==> src/hw/rtl/stq_pkg.sv <==
// shared types and constants of the sorted timer queue
`timescale 1ns / 1ps
package stq_pkg;

  localparam int NumTimers  = 16;
  localparam int UptimeBits = 32;
  localparam int IdW        = $clog2(NumTimers);

  // fixed widths of the channel fields
  localparam int CmdW      = 2;
  localparam int TimerIdW  = 4;
  localparam int ExpiresW  = 32;
  localparam int UptimeOutW = 32;

  typedef enum logic [CmdW-1:0] {
    CMD_TICK    = 2'd0,
    CMD_ARM     = 2'd1,
    CMD_DISARM  = 2'd2,
    CMD_PROCESS = 2'd3
  } stq_cmd_e;

  // operation applied to every cell of a chain in the same cycle
  typedef enum logic [2:0] {
    OP_HOLD,
    OP_REMOVE,
    OP_INSERT,
    OP_APPEND,
    OP_POP_TAIL,
    OP_POP_HEAD
  } stq_op_e;

  typedef struct packed {
    logic                  valid;
    logic [IdW-1:0]        id;
    logic [UptimeBits-1:0] expiry;
  } stq_entry_t;

  typedef struct packed {
    stq_op_e        op;
    logic [IdW-1:0] id;
    stq_entry_t     ins;
  } stq_ctrl_t;

endpackage

==> src/hw/rtl/stq_if.sv <==
// command and result channel interfaces of the sorted timer queue
`timescale 1ns / 1ps
interface stq_cmd_if;
  import stq_pkg::*;

  logic                valid;
  logic                ready;
  logic [CmdW-1:0]     command;
  logic [TimerIdW-1:0] timer_id;
  logic [ExpiresW-1:0] expires;

  modport source (output valid, command, timer_id, expires, input ready);
  modport sink   (input valid, command, timer_id, expires, output ready);
endinterface

interface stq_res_if;
  import stq_pkg::*;

  logic                  valid;
  logic                  ready;
  logic                  fired_valid;
  logic [TimerIdW-1:0]   fired_timer;
  logic                  last;
  logic [UptimeOutW-1:0] uptime;

  modport source (output valid, fired_valid, fired_timer, last, uptime, input ready);
  modport sink   (input valid, fired_valid, fired_timer, last, uptime, output ready);
endinterface

==> src/hw/rtl/stq_cell.sv <==
// one list cell: holds a slot entry and trades it with its neighbors
`timescale 1ns / 1ps
module stq_cell (
  input  logic               clk_i,
  input  logic               rst_ni,
  input  stq_pkg::stq_ctrl_t  ctrl_i,
  input  stq_pkg::stq_entry_t left_i,
  input  logic               left_ge_i,
  input  stq_pkg::stq_entry_t right_i,
  input  logic               rm_prefix_i,
  output stq_pkg::stq_entry_t entry_o,
  output logic               ge_o,
  output logic               rm_prefix_o
);
  import stq_pkg::*;

  logic                  valid_q, valid_d;
  logic [IdW-1:0]        id_q, id_d;
  logic [UptimeBits-1:0] exp_q, exp_d;
  logic                  shift_in;

  assign entry_o = '{valid: valid_q, id: id_q, expiry: exp_q};

  // this cell and all after it move for a sorted insert
  assign ge_o = valid_q && (exp_q >= ctrl_i.ins.expiry);
  // removal closes the gap from the matching cell onward
  assign rm_prefix_o = rm_prefix_i || (valid_q && (id_q == ctrl_i.id));
  assign shift_in = valid_q ? ge_o : left_i.valid;

  // next entry for the broadcast operation
  always_comb begin
    valid_d = valid_q;
    id_d    = id_q;
    exp_d   = exp_q;
    unique case (ctrl_i.op)
      OP_REMOVE: begin
        if (rm_prefix_o) begin
          valid_d = right_i.valid;
          id_d    = right_i.id;
          exp_d   = right_i.expiry;
        end
      end
      OP_INSERT: begin
        if (shift_in) begin
          if (left_ge_i) begin
            valid_d = left_i.valid;
            id_d    = left_i.id;
            exp_d   = left_i.expiry;
          end else begin
            valid_d = 1'b1;
            id_d    = ctrl_i.ins.id;
            exp_d   = ctrl_i.ins.expiry;
          end
        end
      end
      OP_APPEND: begin
        if (!valid_q && left_i.valid) begin
          valid_d = 1'b1;
          id_d    = ctrl_i.ins.id;
          exp_d   = ctrl_i.ins.expiry;
        end
      end
      OP_POP_TAIL: begin
        if (valid_q && !right_i.valid) begin
          valid_d = 1'b0;
        end
      end
      OP_POP_HEAD: begin
        valid_d = right_i.valid;
        id_d    = right_i.id;
        exp_d   = right_i.expiry;
      end
      default: begin
        valid_d = valid_q;
      end
    endcase
  end

  // occupancy
  always_ff @(posedge clk_i or negedge rst_ni) begin
    if (!rst_ni) begin
      valid_q <= 1'b0;
    end else begin
      valid_q <= valid_d;
    end
  end

  // slot and expiry payload
  always_ff @(posedge clk_i) begin
    id_q  <= id_d;
    exp_q <= exp_d;
  end

endmodule

==> src/hw/rtl/stq_chain.sv <==
// row of list cells with head, second and tail taps
`timescale 1ns / 1ps
module stq_chain (
  input  logic               clk_i,
  input  logic               rst_ni,
  input  stq_pkg::stq_ctrl_t  ctrl_i,
  output stq_pkg::stq_entry_t head_o,
  output stq_pkg::stq_entry_t second_o,
  output stq_pkg::stq_entry_t tail_o
);
  import stq_pkg::*;

  stq_entry_t           cell_q [NumTimers];
  logic [NumTimers-1:0] ge;
  logic [NumTimers-1:0] rmp;
  logic [NumTimers-1:0] valid_vec;
  logic [NumTimers-1:0] tail_sel;

  for (genvar i = 0; i < NumTimers; i++) begin : g_cell
    stq_entry_t left_e;
    stq_entry_t right_e;
    logic       left_ge;
    logic       rm_in;

    // list edges: the head sees a full neighbor, the end sees an empty one
    if (i == 0) begin : g_first
      assign left_e  = '{valid: 1'b1, id: '0, expiry: '0};
      assign left_ge = 1'b0;
      assign rm_in   = 1'b0;
    end else begin : g_inner
      assign left_e  = cell_q[i-1];
      assign left_ge = ge[i-1];
      assign rm_in   = rmp[i-1];
    end
    if (i == NumTimers - 1) begin : g_end
      assign right_e = '0;
    end else begin : g_next
      assign right_e = cell_q[i+1];
    end

    stq_cell u_cell (
      .clk_i       (clk_i),
      .rst_ni      (rst_ni),
      .ctrl_i      (ctrl_i),
      .left_i      (left_e),
      .left_ge_i   (left_ge),
      .right_i     (right_e),
      .rm_prefix_i (rm_in),
      .entry_o     (cell_q[i]),
      .ge_o        (ge[i]),
      .rm_prefix_o (rmp[i])
    );

    assign valid_vec[i] = cell_q[i].valid;
  end

  assign head_o   = cell_q[0];
  assign second_o = cell_q[1];

  // last occupied cell: the newest entry of a list kept in arm order
  assign tail_sel = valid_vec & ~(valid_vec >> 1);

  always_comb begin
    tail_o = '0;
    for (int i = 0; i < NumTimers; i++) begin
      tail_o = tail_o | (cell_q[i] & {$bits(stq_entry_t){tail_sel[i]}});
    end
  end

endmodule

==> src/hw/rtl/sorted_timer_queue_core.sv <==
// top level of the sorted timer queue: sequencer, pending and armed lists
//
// Usage: commands enter on cmd_i (tick, arm, disarm, process) and every
// command yields one or more words on res_o. Tick, arm and disarm give one
// word with fired_valid low and last high. Process merges the pending
// slots into the expiry-sorted armed list, then gives one word per expired
// slot in firing order, last on the final one, or a single empty word.
// Sequence: a command is taken in the idle state; a tick ends in S_EXEC,
// disarm passes S_EXEC, S_DONE and arm S_EXEC, S_APPEND, S_DONE. Process
// passes S_EXEC, S_MERGE (one pending slot per step) and S_FIRE, then
// S_DONE for the empty word; a second process in the same tick passes
// S_EXEC, S_DONE. Each step is one broadcast operation on NumTimers cells.
// The uptime field carries the tick count after the command.
// Reset clears both lists, the tick count and the processed flag at once.
// A stalled receiver holds the result register; the next command is still
// taken, and the sequencer waits only when it has a new word to write.
`timescale 1ns / 1ps
module sorted_timer_queue_core (
  input  logic      clk_i,
  input  logic      rst_ni,
  stq_cmd_if.sink   cmd_i,
  stq_res_if.source res_o
);
  import stq_pkg::*;

  typedef enum logic [2:0] {
    S_IDLE,
    S_EXEC,
    S_APPEND,
    S_DONE,
    S_MERGE,
    S_FIRE
  } state_e;

  state_e                state_q;
  stq_cmd_e              cmd_q;
  logic [TimerIdW-1:0]   tid_q;
  logic [UptimeBits-1:0] exp_q;
  logic [UptimeBits-1:0] tick_q;
  logic                  processed_q;

  logic                  res_valid_q;
  logic                  res_fired_q;
  logic [TimerIdW-1:0]   res_timer_q;
  logic                  res_last_q;
  logic [UptimeOutW-1:0] res_uptime_q;

  stq_ctrl_t             pend_ctrl;
  stq_ctrl_t             arm_ctrl;
  stq_entry_t            pend_head;
  stq_entry_t            pend_second;
  stq_entry_t            pend_tail;
  stq_entry_t            arm_head;
  stq_entry_t            arm_second;
  stq_entry_t            arm_tail;

  logic                  out_free;
  logic                  in_range;
  logic                  head_fires;
  logic                  second_fires;
  logic                  res_load;
  logic [UptimeBits-1:0] tick_inc;

  assign out_free     = !res_valid_q || res_o.ready;
  assign in_range     = 32'(tid_q) < NumTimers;
  assign head_fires   = arm_head.valid && (arm_head.expiry <= tick_q);
  assign second_fires = arm_second.valid && (arm_second.expiry <= tick_q);
  assign tick_inc     = tick_q + 1'b1;

  // a new word is written into the result register this cycle
  assign res_load = out_free && (((state_q == S_EXEC) && (cmd_q == CMD_TICK)) ||
                                 ((state_q == S_FIRE) && head_fires) ||
                                 (state_q == S_DONE));

  assign cmd_i.ready       = (state_q == S_IDLE);
  assign res_o.valid       = res_valid_q;
  assign res_o.fired_valid = res_fired_q;
  assign res_o.fired_timer = res_timer_q;
  assign res_o.last        = res_last_q;
  assign res_o.uptime      = res_uptime_q;

  // list operations for the current step
  always_comb begin
    pend_ctrl.op  = OP_HOLD;
    pend_ctrl.id  = IdW'(tid_q);
    pend_ctrl.ins = '{valid: 1'b1, id: IdW'(tid_q), expiry: exp_q};
    arm_ctrl.op   = OP_HOLD;
    arm_ctrl.id   = IdW'(tid_q);
    arm_ctrl.ins  = pend_tail;
    unique case (state_q)
      S_EXEC: begin
        if ((cmd_q == CMD_ARM || cmd_q == CMD_DISARM) && in_range) begin
          pend_ctrl.op = OP_REMOVE;
          arm_ctrl.op  = OP_REMOVE;
        end
      end
      S_APPEND: begin
        pend_ctrl.op = OP_APPEND;
      end
      S_MERGE: begin
        if (pend_tail.valid) begin
          pend_ctrl.op = OP_POP_TAIL;
          arm_ctrl.op  = OP_INSERT;
        end
      end
      S_FIRE: begin
        if (head_fires && out_free) begin
          arm_ctrl.op = OP_POP_HEAD;
        end
      end
      default: begin
        pend_ctrl.op = OP_HOLD;
      end
    endcase
  end

  // sequencer, tick count and result register
  always_ff @(posedge clk_i or negedge rst_ni) begin
    if (!rst_ni) begin
      state_q      <= S_IDLE;
      cmd_q        <= CMD_TICK;
      tid_q        <= '0;
      exp_q        <= '0;
      tick_q       <= '0;
      processed_q  <= 1'b0;
      res_valid_q  <= 1'b0;
      res_fired_q  <= 1'b0;
      res_timer_q  <= '0;
      res_last_q   <= 1'b0;
      res_uptime_q <= '0;
    end else begin
      if (res_o.ready && !res_load) begin
        res_valid_q <= 1'b0;
      end
      unique case (state_q)
        S_IDLE: begin
          if (cmd_i.valid) begin
            cmd_q   <= stq_cmd_e'(cmd_i.command);
            tid_q   <= cmd_i.timer_id;
            exp_q   <= UptimeBits'(cmd_i.expires);
            state_q <= S_EXEC;
          end
        end
        S_EXEC: begin
          unique case (cmd_q)
            CMD_TICK: begin
              if (out_free) begin
                tick_q       <= tick_inc;
                processed_q  <= 1'b0;
                res_valid_q  <= 1'b1;
                res_fired_q  <= 1'b0;
                res_timer_q  <= '0;
                res_last_q   <= 1'b1;
                res_uptime_q <= UptimeOutW'(tick_inc);
                state_q      <= S_IDLE;
              end
            end
            CMD_ARM: begin
              state_q <= in_range ? S_APPEND : S_DONE;
            end
            CMD_DISARM: begin
              state_q <= S_DONE;
            end
            CMD_PROCESS: begin
              if (processed_q) begin
                state_q <= S_DONE;
              end else begin
                processed_q <= 1'b1;
                state_q     <= S_MERGE;
              end
            end
            default: begin
              state_q <= S_DONE;
            end
          endcase
        end
        S_APPEND: begin
          state_q <= S_DONE;
        end
        S_MERGE: begin
          if (!pend_tail.valid) begin
            state_q <= S_FIRE;
          end
        end
        S_FIRE: begin
          if (!head_fires) begin
            state_q <= S_DONE;
          end else if (out_free) begin
            res_valid_q  <= 1'b1;
            res_fired_q  <= 1'b1;
            res_timer_q  <= TimerIdW'(arm_head.id);
            res_last_q   <= !second_fires;
            res_uptime_q <= UptimeOutW'(tick_q);
            if (!second_fires) begin
              state_q <= S_IDLE;
            end
          end
        end
        S_DONE: begin
          if (out_free) begin
            res_valid_q  <= 1'b1;
            res_fired_q  <= 1'b0;
            res_timer_q  <= '0;
            res_last_q   <= 1'b1;
            res_uptime_q <= UptimeOutW'(tick_q);
            state_q      <= S_IDLE;
          end
        end
        default: begin
          state_q <= S_IDLE;
        end
      endcase
    end
  end

  // pending list in arm order
  stq_chain u_pend (
    .clk_i    (clk_i),
    .rst_ni   (rst_ni),
    .ctrl_i   (pend_ctrl),
    .head_o   (pend_head),
    .second_o (pend_second),
    .tail_o   (pend_tail)
  );

  // armed list sorted by expiry
  stq_chain u_arm (
    .clk_i    (clk_i),
    .rst_ni   (rst_ni),
    .ctrl_i   (arm_ctrl),
    .head_o   (arm_head),
    .second_o (arm_second),
    .tail_o   (arm_tail)
  );

endmodule

==> src/flat_wrapper.sv <==
// flat-port wrapper written by rule: the top's interface ports become plain ports
module sorted_timer_queue_core_flat import stq_pkg::*;
  (clk_i, rst_ni, cmd_i_valid, cmd_i_command, cmd_i_timer_id, cmd_i_expires, cmd_i_ready, res_o_valid, res_o_fired_valid, res_o_fired_timer, res_o_last, res_o_uptime, res_o_ready);
  stq_cmd_if cmd_i_i ();
  stq_res_if res_o_i ();
  input  logic clk_i;
  input  logic rst_ni;
  input wire logic [$bits(cmd_i_i.valid)-1:0] cmd_i_valid;
  input wire logic [$bits(cmd_i_i.command)-1:0] cmd_i_command;
  input wire logic [$bits(cmd_i_i.timer_id)-1:0] cmd_i_timer_id;
  input wire logic [$bits(cmd_i_i.expires)-1:0] cmd_i_expires;
  output wire logic [$bits(cmd_i_i.ready)-1:0] cmd_i_ready;
  output wire logic [$bits(res_o_i.valid)-1:0] res_o_valid;
  output wire logic [$bits(res_o_i.fired_valid)-1:0] res_o_fired_valid;
  output wire logic [$bits(res_o_i.fired_timer)-1:0] res_o_fired_timer;
  output wire logic [$bits(res_o_i.last)-1:0] res_o_last;
  output wire logic [$bits(res_o_i.uptime)-1:0] res_o_uptime;
  input wire logic [$bits(res_o_i.ready)-1:0] res_o_ready;
  assign cmd_i_i.valid = cmd_i_valid;
  assign cmd_i_i.command = cmd_i_command;
  assign cmd_i_i.timer_id = cmd_i_timer_id;
  assign cmd_i_i.expires = cmd_i_expires;
  assign cmd_i_ready = cmd_i_i.ready;
  assign res_o_valid = res_o_i.valid;
  assign res_o_fired_valid = res_o_i.fired_valid;
  assign res_o_fired_timer = res_o_i.fired_timer;
  assign res_o_last = res_o_i.last;
  assign res_o_uptime = res_o_i.uptime;
  assign res_o_i.ready = res_o_ready;
  sorted_timer_queue_core u_core (.clk_i(clk_i), .rst_ni(rst_ni), .cmd_i(cmd_i_i), .res_o(res_o_i));
endmodule
==> config.mk <==
export PLATFORM = sky130hd
export DESIGN_NAME = sorted_timer_queue_core_flat
export DESIGN_NICKNAME = d
export VERILOG_FILES = /design/src/hw/rtl/stq_pkg.sv /design/src/hw/rtl/stq_if.sv /design/src/hw/rtl/stq_cell.sv /design/src/hw/rtl/stq_chain.sv /design/src/hw/rtl/sorted_timer_queue_core.sv /design/src/flat_wrapper.sv
export SDC_FILE = /design/constraint.sdc
export NUM_CORES = 2
export LEC_CHECK = 0
export ABC_AREA = 1
export BUFFER_PORTS_ARGS = -buffer_cell sky130_fd_sc_hd__buf_4
export CAP_MARGIN = 5
export CORE_MARGIN = 10
export CORE_UTILIZATION = 45
export CTS_BUF_LIST = sky130_fd_sc_hd__clkbuf_8
export DETAILED_ROUTE_END_ITERATION = 16
export PLACE_DENSITY = 0.72
export SYNTH_ARGS = -nofsm -noshare
export SYNTH_HDL_FRONTEND = slang
export SYNTH_SLANG_ARGS = --single-unit
==> constraint.sdc <==
create_clock -name clk_i -period 5.8 [get_ports clk_i]
set_input_delay 0.29 -clock clk_i [delete_from_list [all_inputs] [get_ports clk_i]]
set_output_delay 0.29 -clock clk_i [all_outputs]
set_load 0.03 [all_outputs]
; Word level (Yosys, flattened, before mapping)
; Index checks and enable logic that the tools add are counted.
[op_classes]
n_addsub = 1
magnitude_cmp = 34
n_eq_ne = 185
n_mux = 576
n_bitwise = 33
n_reduce_logical = 250
[ops]
columns = operator, count
row1 = $mux W32, 130
row2 = $pmux W32 S4, 32
row3 = $ge A32 B32 Y1, 32
row4 = $and A37 B37 Y37, 16
row5 = $or A37 B37 Y37, 15
row6 = $mux W4, 130
row7 = $pmux W4 S4, 32
row8 = $ne A2 B1 Y1 const B, 128
row9 = $mux W1, 200
row10 = $reduce_and A4 Y1, 39
row11 = $pmux W1 S5, 30
row12 = $reduce_and A5 Y1, 28
row13 = $eq A4 B4 Y1, 32
row14 = $logic_and A1 B1 Y1, 101
row15 = $pmux W32 S3, 1
row16 = $le A32 B32 Y1, 2
row17 = $logic_or A1 B1 Y1, 34
row18 = $logic_not A1 Y1, 33
row19 = $add A32 B1 Y32 const B, 1
row20 = $mux W3, 9
row21 = $eq A3 B2 Y1 const B, 6
row22 = $eq A3 B3 Y1 const B, 6
row23 = $pmux W3 S3, 2
row24 = $pmux W3 S6, 1
row25 = other kinds (23), 39
[word_totals]
register_bits = 1297
input_bits = 42
out_inout_bits = 40
wordCells = 1186

; Longest topological paths before layout
[depth]
depth_word = 24
depth_mapped = 29
depth_no_buf = 27

; Hierarchy
; Synthesis repeated with hierarchy kept, for this count alone.
[unflattened]
cells_unflattened = 18694
hier_area_um2 = 128085.3
[by_module_without_submodules]
columns = module, n_inst, cells_per_inst, area_per_inst_um2, seq_area_each_um2
row1 = stq_cell (u_core.u_arm.g_cell[0].u_cell ...), 29, 461, 3359.5, 1106.1
row2 = stq_chain, 2, 1550, 6756.5, 0.0
row3 = sorted_timer_queue_core, 1, 832, 7010.5, 2827.7
row4 = stq_cell (u_core.u_pend.g_cell[7].u_cell), 1, 465, 3379.5, 1106.1
row5 = stq_cell (u_core.u_pend.g_cell[8].u_cell), 1, 464, 3379.5, 1106.1
row6 = stq_cell (u_core.u_pend.g_cell[9].u_cell), 1, 464, 3378.2, 1106.1

; Least setup slack after synthesis
; No wires, ideal clock.
[synth_path]
path_type = flip-flop to flip-flop
start = register u_core.u_pend.g_cell[9].u_cell.valid_q
end = register u_core.u_arm.g_cell[9].u_cell.exp_q[0], enable pin
setup_time_ns = 0.391
arrival_ns = 4.250
setup_slack_ns = 1.159
path_stages_with_launch = 22
path_buffers = 5
cell_sequence = dfrtp_1 -> inv_2 -> nor2_1 -> buf_4 -> inv_2 -> buf_4 -> o22ai_1 -> a221oi_1 -> and3_1 -> buf_2 -> clkbuf_1 -> ha_1 -> nand4_1 -> or3_1 -> nor4_1 -> nand2_1 -> nand2_1 -> nand2_1 -> buf_2 -> nand2_1 -> nand2_1 -> inv_1
[synth_between]
elab_chain_len = 16
[synth_lines]
columns = item, line
row1 = "start, declared", stq_cell.sv:17  ; logic valid_q, valid_d;
row2 = "start signal, assigned", stq_cell.sv:84  ; valid_q <= valid_d;
row3 = $not A15 Y16, stq_chain.sv:61  ; assign tail_sel = valid_vec & ~(valid_vec >> 1);
row4 = $and A16 B16 Y16, stq_chain.sv:61
row5 = $and A37 B37 Y37, stq_chain.sv:66  ; tail_o = tail_o | (cell_q[i] & {$bits(stq_entry_t){tail_sel[i]}});
row6 = $or A37 B37 Y37, stq_chain.sv:66
row7 = $or A37 B37 Y37 (*) (7 in series), stq_chain.sv:66
row8 = $ge A32 B32 Y1 / $mux W2 (equally long branches), "stq_cell.sv:25, sorted_timer_queue_core.sv:101"
row9 = $logic_and A1 B1 Y1 / $pmux W3 S3 (equally long branches), "stq_cell.sv:25, sorted_timer_queue_core.sv:90"
row10 = "$mux W1, or another cell as far along", stq_cell.sv:28  ; assign shift_in = valid_q ? ge_o : left_i.valid;
row11 = $ne A2 B1 Y1 (no source line) / $reduce_bool A4 Y1 (equally long branches), -
row12 = $reduce_and A4 Y1 (no source line) (*), -
row13 = "end signal, assigned", stq_cell.sv:91  ; exp_q <= exp_d;
row14 = "end, declared", stq_cell.sv:19  ; logic [UptimeBits-1:0] exp_q, exp_d;
; Every way passes the cells marked *; elsewhere a longest branch is shown, timed or not.
; A chain may end at the register's enable or synchronous reset.

; Worst setup path after layout
[layout_path]
start = register u_core.u_pend.g_cell[2].u_cell.valid_q
end = register u_core.u_arm.g_cell[15].u_cell.exp_q[11], data pin
[layout_between]
elab_chain_len = 23
[layout_lines]
columns = item, line
row1 = "start, declared", stq_cell.sv:17
row2 = "start signal, assigned", stq_cell.sv:84
row3 = $not A15 Y16, stq_chain.sv:61
row4 = $and A16 B16 Y16, stq_chain.sv:61
row5 = $and A37 B37 Y37, stq_chain.sv:66
row6 = $or A37 B37 Y37, stq_chain.sv:66
row7 = $or A37 B37 Y37 (*) (14 in series), stq_chain.sv:66
row8 = $ge A32 B32 Y1, stq_cell.sv:25  ; assign ge_o = valid_q && (exp_q >= ctrl_i.ins.expiry);
row9 = $logic_and A1 B1 Y1, stq_cell.sv:25
row10 = $mux W32, stq_cell.sv:45  ; if (left_ge_i) begin
row11 = $mux W32, stq_cell.sv:44  ; if (shift_in) begin
row12 = $pmux W32 S4 (*), stq_cell.sv:35  ; unique case (ctrl_i.op)
row13 = named net u_core.u_arm.g_cell[15].u_cell.exp_d[11], stq_cell.sv:19
row14 = "end signal, assigned", stq_cell.sv:91
row15 = "end, declared", stq_cell.sv:19
; The timed path passes the listed nets; every way through them passes the cells marked *. The select of a mux whose other input is x is not followed.

==> impl_metrics.yaml <==
critical_path:
  cp_data_required_time_ns: 6.65
  end_kind: "flip-flop"
  reg2reg_slack_ns: 0.50
  crit_type: "reg -> reg"
  reg2reg_from: "u_core.u_pend.g_cell[2].u_cell.valid_q"
  path_max_fanout: 72
  reg2reg_depth: 18
  r2r-end: "u_core.u_arm.g_cell[15].u_cell.exp_q[11]"
  crit_arrival_ns: 6.15
  start_kind: "flip-flop"
die:
  core_area_um2: 170000
  initial_core_util: 0.454
  rows: 151
  die_w_um: 434
  top_level_ports: 82
  dieHeight_um: 434
  dieArea_um2: 188000
global_routing:
  grt_overflow: 0
  grt_start_max_net_pins: 215
  grt_pass1_wl_um: 380000
  grt.total_usage: 0.255
  antenna_found_initial: 9
  grt_pass1_vias: 65040
drt:
  drc: 0
  ant_nets: 0
  drt_wl_total_um: 250000
  drt-pass1-iter-count: 9
  num_vias: 67796
  first_iter_violations: 9061
  post_drt_wl_per_cell_um: 21.9
  viasPerCell: 5.96
layout:
  area_growth_pct: 10.5
  num-fill-cells: 15468
  final_common_cell: "nand2_1"
  stdcell_count: 11383
  fin_nets: 9586
  drive_gt1_frac: 0.0716
  final_cell_mix: "nand2_1 (2898), edfxtp_1 (1152), nor2_1 (735)"
placement:
  placed_cells: 10919
  io_buffers: 81
  place_hpwl_um: 163000
  finalWeightedCongestion: 0.926
hold_path:
  hold_end: "u_core.exp_q[5]"
  hold_start: "cmd_i_expires[5]"
  hold_class: "in -> reg"
  hold_path_depth: 4
logic_synthesis:
  synthAdderAreaFrac: 0.0918
  synthSimpleGateAreaFrac: 0.215
  ys_warn_count: 0
  synth_cells: 8942
  synth_edf_count: 1152
  synth_xor_area_frac: 0.00750
  syn_area_per_cell_um2: 8.62
  synth_compound_area_frac: 0.129
  synth_seq_area_share: 0.496
  syn_nets: 9549
  synth_top_family_by_area: "simple AND/OR/NAND/NOR gates"
  synth-seq-cells: 1297
  ys.flop_type: "edfxtp_1"
  async_reset_ff_frac: 0.112
  ys_types: 60
  netlist_area_um2: 77000
  synthMuxAreaShare: 0.000146
cts:
  clock_tree.root_cell: "clkbuf_8"
  post_cts_buffers: 0
  cts_tree: "done"
  clock_latency_ns: 1.04
  cts-resized-gates: 0
  cts_max_level: 4
  path_clk_slew_ns: 0.06
  cts-buffers-inserted: 217
  holdBufCountCts: 59
  clock_path_buffers: 3
  cts.sinks: 1297
sta:
  worstMarginPinSlew_ns: 1.30
  max_slew_margin: 0.136
  tns_ns: 0
  finalHoldViolCount: 0
  fin_skew_ns: 0.107
  post-route-min-period_ns: 5.30
  max_freq_ghz: 0.189
  setup_viol: 0
  rsz0062_at_grt: "false"
  slew_violations: 0
  fin_crit_sh: 0.914
outcome:
  status: "finished, final reports clean"
flow_run:
  max-cap-violations: 0
==> sequential cells by signal, indices dropped and copies added, names as in the netlist <==
register,flops
u_core.tid_q,4
u_core.state_q,3
u_core.processed_q,1
u_core.tick_q,32
u_core.res_o.fired_timer,4
u_core.u_pend.g_cell.u_cell.valid_q,16
u_core.u_arm.g_cell.u_cell.exp_q,512
u_core.u_arm.g_cell.u_cell.valid_q,16
u_core.res_o.fired_valid,1
u_core.exp_q,32
u_core.u_pend.g_cell.u_cell.id_q,64
u_core.res_o.last,1
u_core.res_o.valid,1
u_core.cmd_q,2
u_core.res_o.uptime,32
u_core.u_pend.g_cell.u_cell.exp_q,512
u_core.u_arm.g_cell.u_cell.id_q,64
==> per-layer routing <==
metal / vias up / track usage / wire, um
li1: 30638 / - / -
met1: 32277 / 0.337 / 97400
met2: 4122 / 0.408 / 114000
met3: 759 / 0.0507 / 27200
met4: 0 / 0.110 / 10800
met5: - / 0 / 0
==> logic make-up after synthesis <==
logic type | after synthesis
AND/OR/NAND/NOR | 4111
AO/OA/AOI/OAI | 1785
flip-flops | 1297
buffers and inverters | 1117
adder cells (fa/ha/maj) | 565
XOR/XNOR | 66
multiplexers | 1
==> how the worst max path moves through the flow <==
stage / slack [ns] / from / endpoint / cells past startpoint
floorplan: 1.16 / u_core.u_pend.g_cell[9].u_cell.valid_q / u_core.u_arm.g_cell[9].u_cell.exp_q[0] / 21
global placement: 0.77 / u_core.u_pend.g_cell[8].u_cell.valid_q / u_core.u_arm.g_cell[15].u_cell.exp_q[21] / 24
detailed placement: 0.72 / u_core.u_pend.g_cell[8].u_cell.valid_q / u_core.u_arm.g_cell[15].u_cell.id_q[1] / 24
CTS: 0.67 / u_core.u_pend.g_cell[8].u_cell.valid_q / u_core.u_arm.g_cell[15].u_cell.id_q[1] / 24
global route: 0.25 / u_core.u_pend.g_cell[2].u_cell.valid_q / u_core.u_arm.g_cell[5].u_cell.id_q[2] / 28
finish: 0.50 / u_core.u_pend.g_cell[2].u_cell.valid_q / u_core.u_arm.g_cell[15].u_cell.exp_q[11] / 18
==> final cells by class <==
type	count	area, um^2	area share
clock inverter	170	1020	0.0120
sequential	1297	38200	0.449
inverter	629	2370	0.0279
clock buffer	233	3210	0.0377
antenna	2	5.00	0.0000588
timing repair buffer	306	3110	0.0365
multi-input combinational	6528	34400	0.405
tap	2218	2780	0.0326
==> worst max-delay path: stages, from the launching register on <==
cell and delay [ns]:
dfrtp_1 0.41, inv_1 0.16, nor2_2 0.05, inv_1 0.46, buf_4 0.33, o22ai_1 0.11, nor4_1 0.27, and3_2 0.91
buf_4 0.29, ha_1 0.25, nand4_1 0.11, o221a_2 0.21, nand2_1 0.14, nand2_1 0.11, nand2_1 0.13, nand2_2 0.09
buf_4 0.55, o21ai_0 0.22, a21oi_1 0.19
==> through the flow <==
stage | hold WS, ns | util | setup WS [ns] | cell area (um^2)
2_1_floorplan | -0.00559 | - | 1.16 | 77000
3_3_place_gp | 0.203 | 0.473 | 0.774 | 80300
3_5_place_dp | 0.205 | 0.473 | 0.724 | 80300
4_1_cts | 0.000969 | 0.501 | 0.675 | 85200
5_1_grt | 0.0661 | 0.501 | 0.248 | 85200
6_report | 0.0668 | 0.501 | 0.498 | 85200
==> cell usage after synthesis (18+ instances only) <==
cell	count	area (um^2)
inv_1	605	2270
ha_1	565	7070
xor2_1	38	333
nand4_1	78	488
clkbuf_1	213	800
a21o_1	19	143
dfrtp_1	145	3630
inv_2	18	67.6
a221oi_1	45	394
buf_2	220	1100
o2111ai_1	40	350
edfxtp_1	1152	34600
buf_4	24	180
nor3_1	52	260
nand2_2	26	163
a211oi_1	52	390
nand2_1	2902	10900
o22ai_1	124	776
nor4_1	28	175
xnor2_1	28	245
o21ai_1	365	1830
nand3_1	200	1000
nor2_1	756	2840
a21oi_1	375	1880
o21ai_0	679	3400
Power is not shown: default switching activity piles up to over one toggle a cycle in this logic, so the estimate is an artifact.
